<file path="config.mk">
export PLATFORM = sky130hd
export DESIGN_NAME = pal_cell
export DESIGN_NICKNAME = d
export VERILOG_FILES = /design/src/hdl/assert_macros.svh /design/src/hdl/pal_pkg.sv /design/src/hdl/pal_cell.sv
export SDC_FILE = /design/constraint.sdc
export NUM_CORES = 1
export LEC_CHECK = 0
export BUFFER_PORTS_ARGS = -buffer_cell sky130_fd_sc_hd__buf_4
export CORE_UTILIZATION = 40
export CTS_CLUSTER_SIZE = 40
export DETAILED_ROUTE_END_ITERATION = 7
export GPL_ROUTABILITY_DRIVEN = 0
export PLACE_DENSITY = 0.85
export SLEW_MARGIN = 0
export SYNTH_ARGS = -nofsm -noshare
export SYNTH_HDL_FRONTEND = slang
export SYNTH_SLANG_ARGS = --single-unit
</file>
<file path="constraint.sdc">
create_clock -name aclk -period 9.11 [get_ports aclk]
set_clock_uncertainty 0.05 [all_clocks]
set_input_delay 0.911 -clock aclk [delete_from_list [all_inputs] [get_ports aclk]]
set_output_delay 0.911 -clock aclk [all_outputs]
set_load 0.05 [all_outputs]
</file>
<file path="src/hdl/assert_macros.svh">
// Assertion macros used by the positional_array_list RTL.
// Bodies collapse to nothing when SYNTHESIS is defined.
`ifndef ASSERT_MACROS_SVH
`define ASSERT_MACROS_SVH

`ifndef SYNTHESIS

// expr must hold at every clock edge outside reset
`define PAL_ASSERT(lbl, clk, rst_n, expr) \
    lbl: assert property (@(posedge clk) disable iff (!rst_n) (expr)) \
        else $error("positional list assertion failed");

// when ante holds, cons must hold in the following cycle
`define PAL_ASSERT_NEXT(lbl, clk, rst_n, ante, cons) \
    lbl: assert property (@(posedge clk) disable iff (!rst_n) (ante) |=> (cons)) \
        else $error("positional list assertion failed");

`else

`define PAL_ASSERT(lbl, clk, rst_n, expr)
`define PAL_ASSERT_NEXT(lbl, clk, rst_n, ante, cons)

`endif

`endif

</file>
<file path="src/hdl/pal_pkg.sv">
// Shared types and constants for the positional list.
// Used by pal_cell, pal_reduce and positional_array_list.
`default_nettype none

package pal_pkg;

    localparam int DEF_CAPACITY = 128;
    localparam int DATA_W       = 32;
    localparam int POS_W        = 8;
    localparam int LEN_W        = 8;
    localparam int GROUP_SIZE   = 16;

    typedef enum logic [1:0] {
        CMD_INSERT = 2'd0,
        CMD_DELETE = 2'd1,
        CMD_READ   = 2'd2
    } cmd_t;

    typedef enum logic [1:0] {
        ST_OK     = 2'd0,
        ST_BADPOS = 2'd1,
        ST_FULL   = 2'd2
    } status_t;

    // broadcast to every cell of the chain
    typedef struct packed {
        logic              shift_up;
        logic              shift_down;
        logic [POS_W-1:0]  pos_ix;
        logic [DATA_W-1:0] value;
    } cell_ctrl_t;

endpackage

`default_nettype wire

</file>
<file path="src/hdl/pal_cell.sv">
// One storage cell of the list chain; shifts with its neighbors on insert/delete.
// Depends on pal_pkg.
`default_nettype none

module pal_cell #(
    parameter int IDX = 0
) (
    input  wire logic                       aclk,
    input  wire pal_pkg::cell_ctrl_t        ctrl,
    input  wire logic [pal_pkg::DATA_W-1:0] left_data,
    input  wire logic [pal_pkg::DATA_W-1:0] right_data,
    output logic      [pal_pkg::DATA_W-1:0] data,
    output logic      [pal_pkg::DATA_W-1:0] hit_data
);
    import pal_pkg::*;

    logic [DATA_W-1:0] data_reg;
    logic [DATA_W-1:0] data_next;
    logic              at_pos;
    logic              past_pos;

    assign at_pos   = {24'd0, ctrl.pos_ix} == 32'(IDX);
    assign past_pos = {24'd0, ctrl.pos_ix} <  32'(IDX);

    always_comb begin
        data_next = data_reg;
        if (ctrl.shift_up) begin
            if (at_pos) begin
                data_next = ctrl.value;
            end else if (past_pos) begin
                data_next = left_data;
            end
        end else if (ctrl.shift_down) begin
            if (at_pos || past_pos) begin
                data_next = right_data;
            end
        end
    end

    always_ff @(posedge aclk) begin
        data_reg <= data_next;
    end

    assign data     = data_reg;
    assign hit_data = at_pos ? data_reg : '0;

endmodule

`default_nettype wire

</file>
* Yosys cells after proc, flatten, opt, wreduce, memory -nomap -nowiden
Cells that the tools add are included.
Operators by class: reduce and logical (&&, ||, !) cells 3, multiplexer cells 5
Operators by type and width (count):
- $mux W32 | 5
- $logic_not A8 Y1 | 1
- $reduce_and A2 Y1 | 1
- $reduce_bool A2 Y1 | 1
Word-level totals: register bits after elaboration 32, input port bits 107, output and inout bits 64, logic and storage cells 9

* Logic depth before layout (Yosys ltp)
word-level depth 4, gate-level depth with buffers 4

* Worst setup path after synthesis
Ideal clock, no wire load.
path type input to register, from input ctrl[37] in the netlist's numbering, to register data_reg[0], in the netlist data[0], enable pin, path buffers 1, stages on the path 3, path slack 4.765 ns, setup time 0.461 ns, required time 8.599 ns, arrival time 3.834 ns, cell sequence or4_4 > buf_6 > nor3_1
Between the ends: word-level cells in the longest chain between the ends 2
Ends and longest elaborated chain:
- start: declaration | line pal_cell.sv:9 | input wire pal_pkg::cell_ctrl_t ctrl,
- $logic_not A8 Y1 | line pal_cell.sv:22 | assign at_pos = {24'd0, ctrl.pos_ix} == 32'(IDX);
- $reduce_and A2 Y1 (no line)
- end signal: assignment | line pal_cell.sv:41 | data_reg <= data_next;
- end: declaration | line pal_cell.sv:17 | logic [DATA_W-1:0] data_reg;
No other way between the ends. A chain may end at the register's enable or synchronous reset.

* Final worst setup path
from input ctrl[33] in the netlist's numbering, to output hit_data[0] in the netlist's numbering
Between the ends: word-level cells in the longest chain between the ends 2
Ends and longest elaborated chain:
- $logic_not A8 Y1 | line pal_cell.sv:22
- $mux W32 | line pal_cell.sv:45 | assign hit_data = at_pos ? data_reg : '0;
- end: declaration | line pal_cell.sv:13 | output logic [pal_pkg::DATA_W-1:0] hit_data
No other way between the ends.

==> results by group <==
Worst setup path
  – Critical path class: input pin to output port
  – Worst EP required: 8150 ps
  – CP Depth: 4
  – Crit-path cells: buf_4, or4_2, nor3_1, buf_4
  – Buf/Inv on CP: 2
  – Max stage delay cell, worst path: or4_2
  – Critical Path Start Type: input pin
  – CP delay by family, top: simple AND/OR/NAND/NOR gates
  – CP max FO: 33
  – CP arrival: 2680 ps
  – Crit-path max cell delay: 1130 ps
  – Worst setup EP type: output port
  – Crit path top cell by count: buf_4

Layout
  – FF/Latch Area: 961 um2
  – Commonest non-fill, non-tap cell in the layout: buf_4
  – Final #Nets: 386
  – Commonest non-fill, non-tap cells in the layout: buf_4 (140), mux2_2 (32), inv_1 (32), edfxtp_1 (32), nor3_2 (31)
  – Max reg flops: 32
  – Layout cells sized above 1: 0.750
  – Layout Cell Area excl Fill: 0.00298 mm2
  – P&R area growth vs syn: 57.3%
  – # fillers: 353
  – Multi-input gate area: 704 um2
  – ANT cells: 0
  – Utilization after layout: 0.671

Synthesis
  – Syn_nets: 251
  – Avg Cell Area, Syn: 13.2 um2
  – Warnings, synthesis: 0
  – Synth Area in Adders: 0
  – Multiplexer area fraction after synthesis: 0.190
  – Mapped cell area: 0.00190 mm2
  – FF+latch count, synth: 32
  – Sequential-to-total area share from yosys stat: 0.507
  – Post-Synthesis Cells: 144
  – Post-synthesis compound-gate area fraction: 0
  – Main combinational cell family by area after synthesis: multiplexers
  – Simple-gate area share of the yosys netlist: 0.178
  – Yosys cell types: 13
  – Synth Area in XOR/XNOR: 0

Timing
  – Final hold violation count: 0
  – Max-slew headroom: 0.360
  – Hold WS: 883 ps
  – RSZ-0062 raised after global routing: false
  – Minimum clock period: 3640 ps
  – Final worst-path cycle share: 0.399
  – Final setup vio count: 0
  – Worst Tran Pin Value: 960 ps
  – Max Freq: 275 MHz
  – Setup TNS: 0 ps
  – Slew Limit Fails: 0

Status
  – Status: finished with violations
  – Violated checks: design-rule violations

Die
  – Chip width: 70.8 um
  – Die area: 0.00502 mm2
  – Starting density of the core: 0.427
  – Die height: 70.8 um
  – Site Rows: 24
  – Num ports: 171
  – Core area: 0.00444 mm2

CTS
  – Clk root buf: clkbuf_8
  – CTS Buf Count: 5
  – Post-CTS setup buffer count: 0
  – Htree depth: 2
  – Maximum clock insertion buffer count: 2
  – Worst-path clk slew: 70 ps
  – Hold-fix buffers, CTS: 0
  – Clock Sinks: 32
  – Post_cts resized: 0
  – CTS tree: yes

Min path
  – Hold depth: 2
  – Startpoint of the worst hold path: ctrl[20]
  – Hold/Removal Path Class: input pin to flip-flop
  – Hold endpoint: data[20]$_DFFE_PP_

Global routing
  – First-pass GRT wire length: 7420 um
  – Initial antenna violation count: 0
  – GR Util All Layers: 0.192
  – Global route total overflow: 0
  – Pin count of the biggest net entering global routing: 34
  – Vias in the first global route: 1616

Pwr
  – Power Density: 105 mW/mm2
  – P_leak: 1.34 nW
  – IR drop worst, VDD: 0.0000647 V

Placement
  – Port Buffers: 138
  – Placed inst area: 0.00290 mm2
  – Final HPWL DP: 3660 um

Routing
  – 1st-pass router iterations: 6
  – Met3 routed wirelength: 422 um
  – Routed wire length: 4880 um
  – Via count: 1570
  – Met1 Routed Length: 1790 um
  – Post-DR wirelength/cell: 14.7 um
  – Uppermost layer routed: met4
  – Residual DRC: 18
  – Met2 Wirelength: 2580 um
  – Post-DRT Antenna Nets: 0
  – Vias per cell: 4.73
  – DR iter-0 viols: 55

Job
  – MaxCap Viol Count: 0
## synthesized netlist by cell type
library cell,instances,share of area
edfxtp_1,32,0.51
inv_1,32,0.063
mux2_2,32,0.19
nor3_2,30,0.16
buf_12,3,0.032
buf_2,3,0.0079
buf_4,3,0.012
nor3_1,3,0.0079
clkbuf_1,2,0.0040
buf_6,1,0.0059
nor2_1,1,0.0020
or4_1,1,0.0040
or4_4,1,0.0059
## logic make-up after synthesis
logic type    after synthesis
buf+inv                    44
flops                      32
mux                        32
simple gates               36
## metal layers
layer  track usage  vias up
li1              -      762
met1         0.206      721
met2         0.358       78
met3        0.0484        9
met4        0.0800        0
met5             0        -
## worst max-delay path by stage
stage / startpoint / end / slack (ps)
6_report: ctrl[33] / hit_data[0] / 5470
3_3_place_gp: ctrl[33] / hit_data[0] / 5480
3_5_place_dp: ctrl[33] / hit_data[31] / 5480
5_1_grt: ctrl[33] / hit_data[0] / 5380
4_1_cts: ctrl[33] / hit_data[31] / 5480
2_1_floorplan: ctrl[37] / data[0]$_DFFE_PP_ / 4760
## layout make-up
cell class                 count  share of cell area
clock inverter                 1             0.00126
timing repair buffer         140               0.352
multi-input combinational     68               0.236
inverter                      32              0.0403
tap                           52              0.0218
sequential                    32               0.322
clock buffer                   7              0.0256
## stage by stage
stage,power [mW],setup slack [ps],instances
floorplan,0.189,4760,144
global placement,0.213,5480,324
detailed placement,0.215,5480,324
CTS,0.317,5480,332
global route,0.325,5380,332
finish,0.314,5470,332
## report_power, final
group / total [mW] / switching, mW / internal (mW)
clock network: 0.102 / 0.0493 / 0.0531
registers: 0.164 / 0.000214 / 0.164
logic: 0.0474 / 0.0164 / 0.0310
No activity file was read; power rests on OpenSTA's default activity.
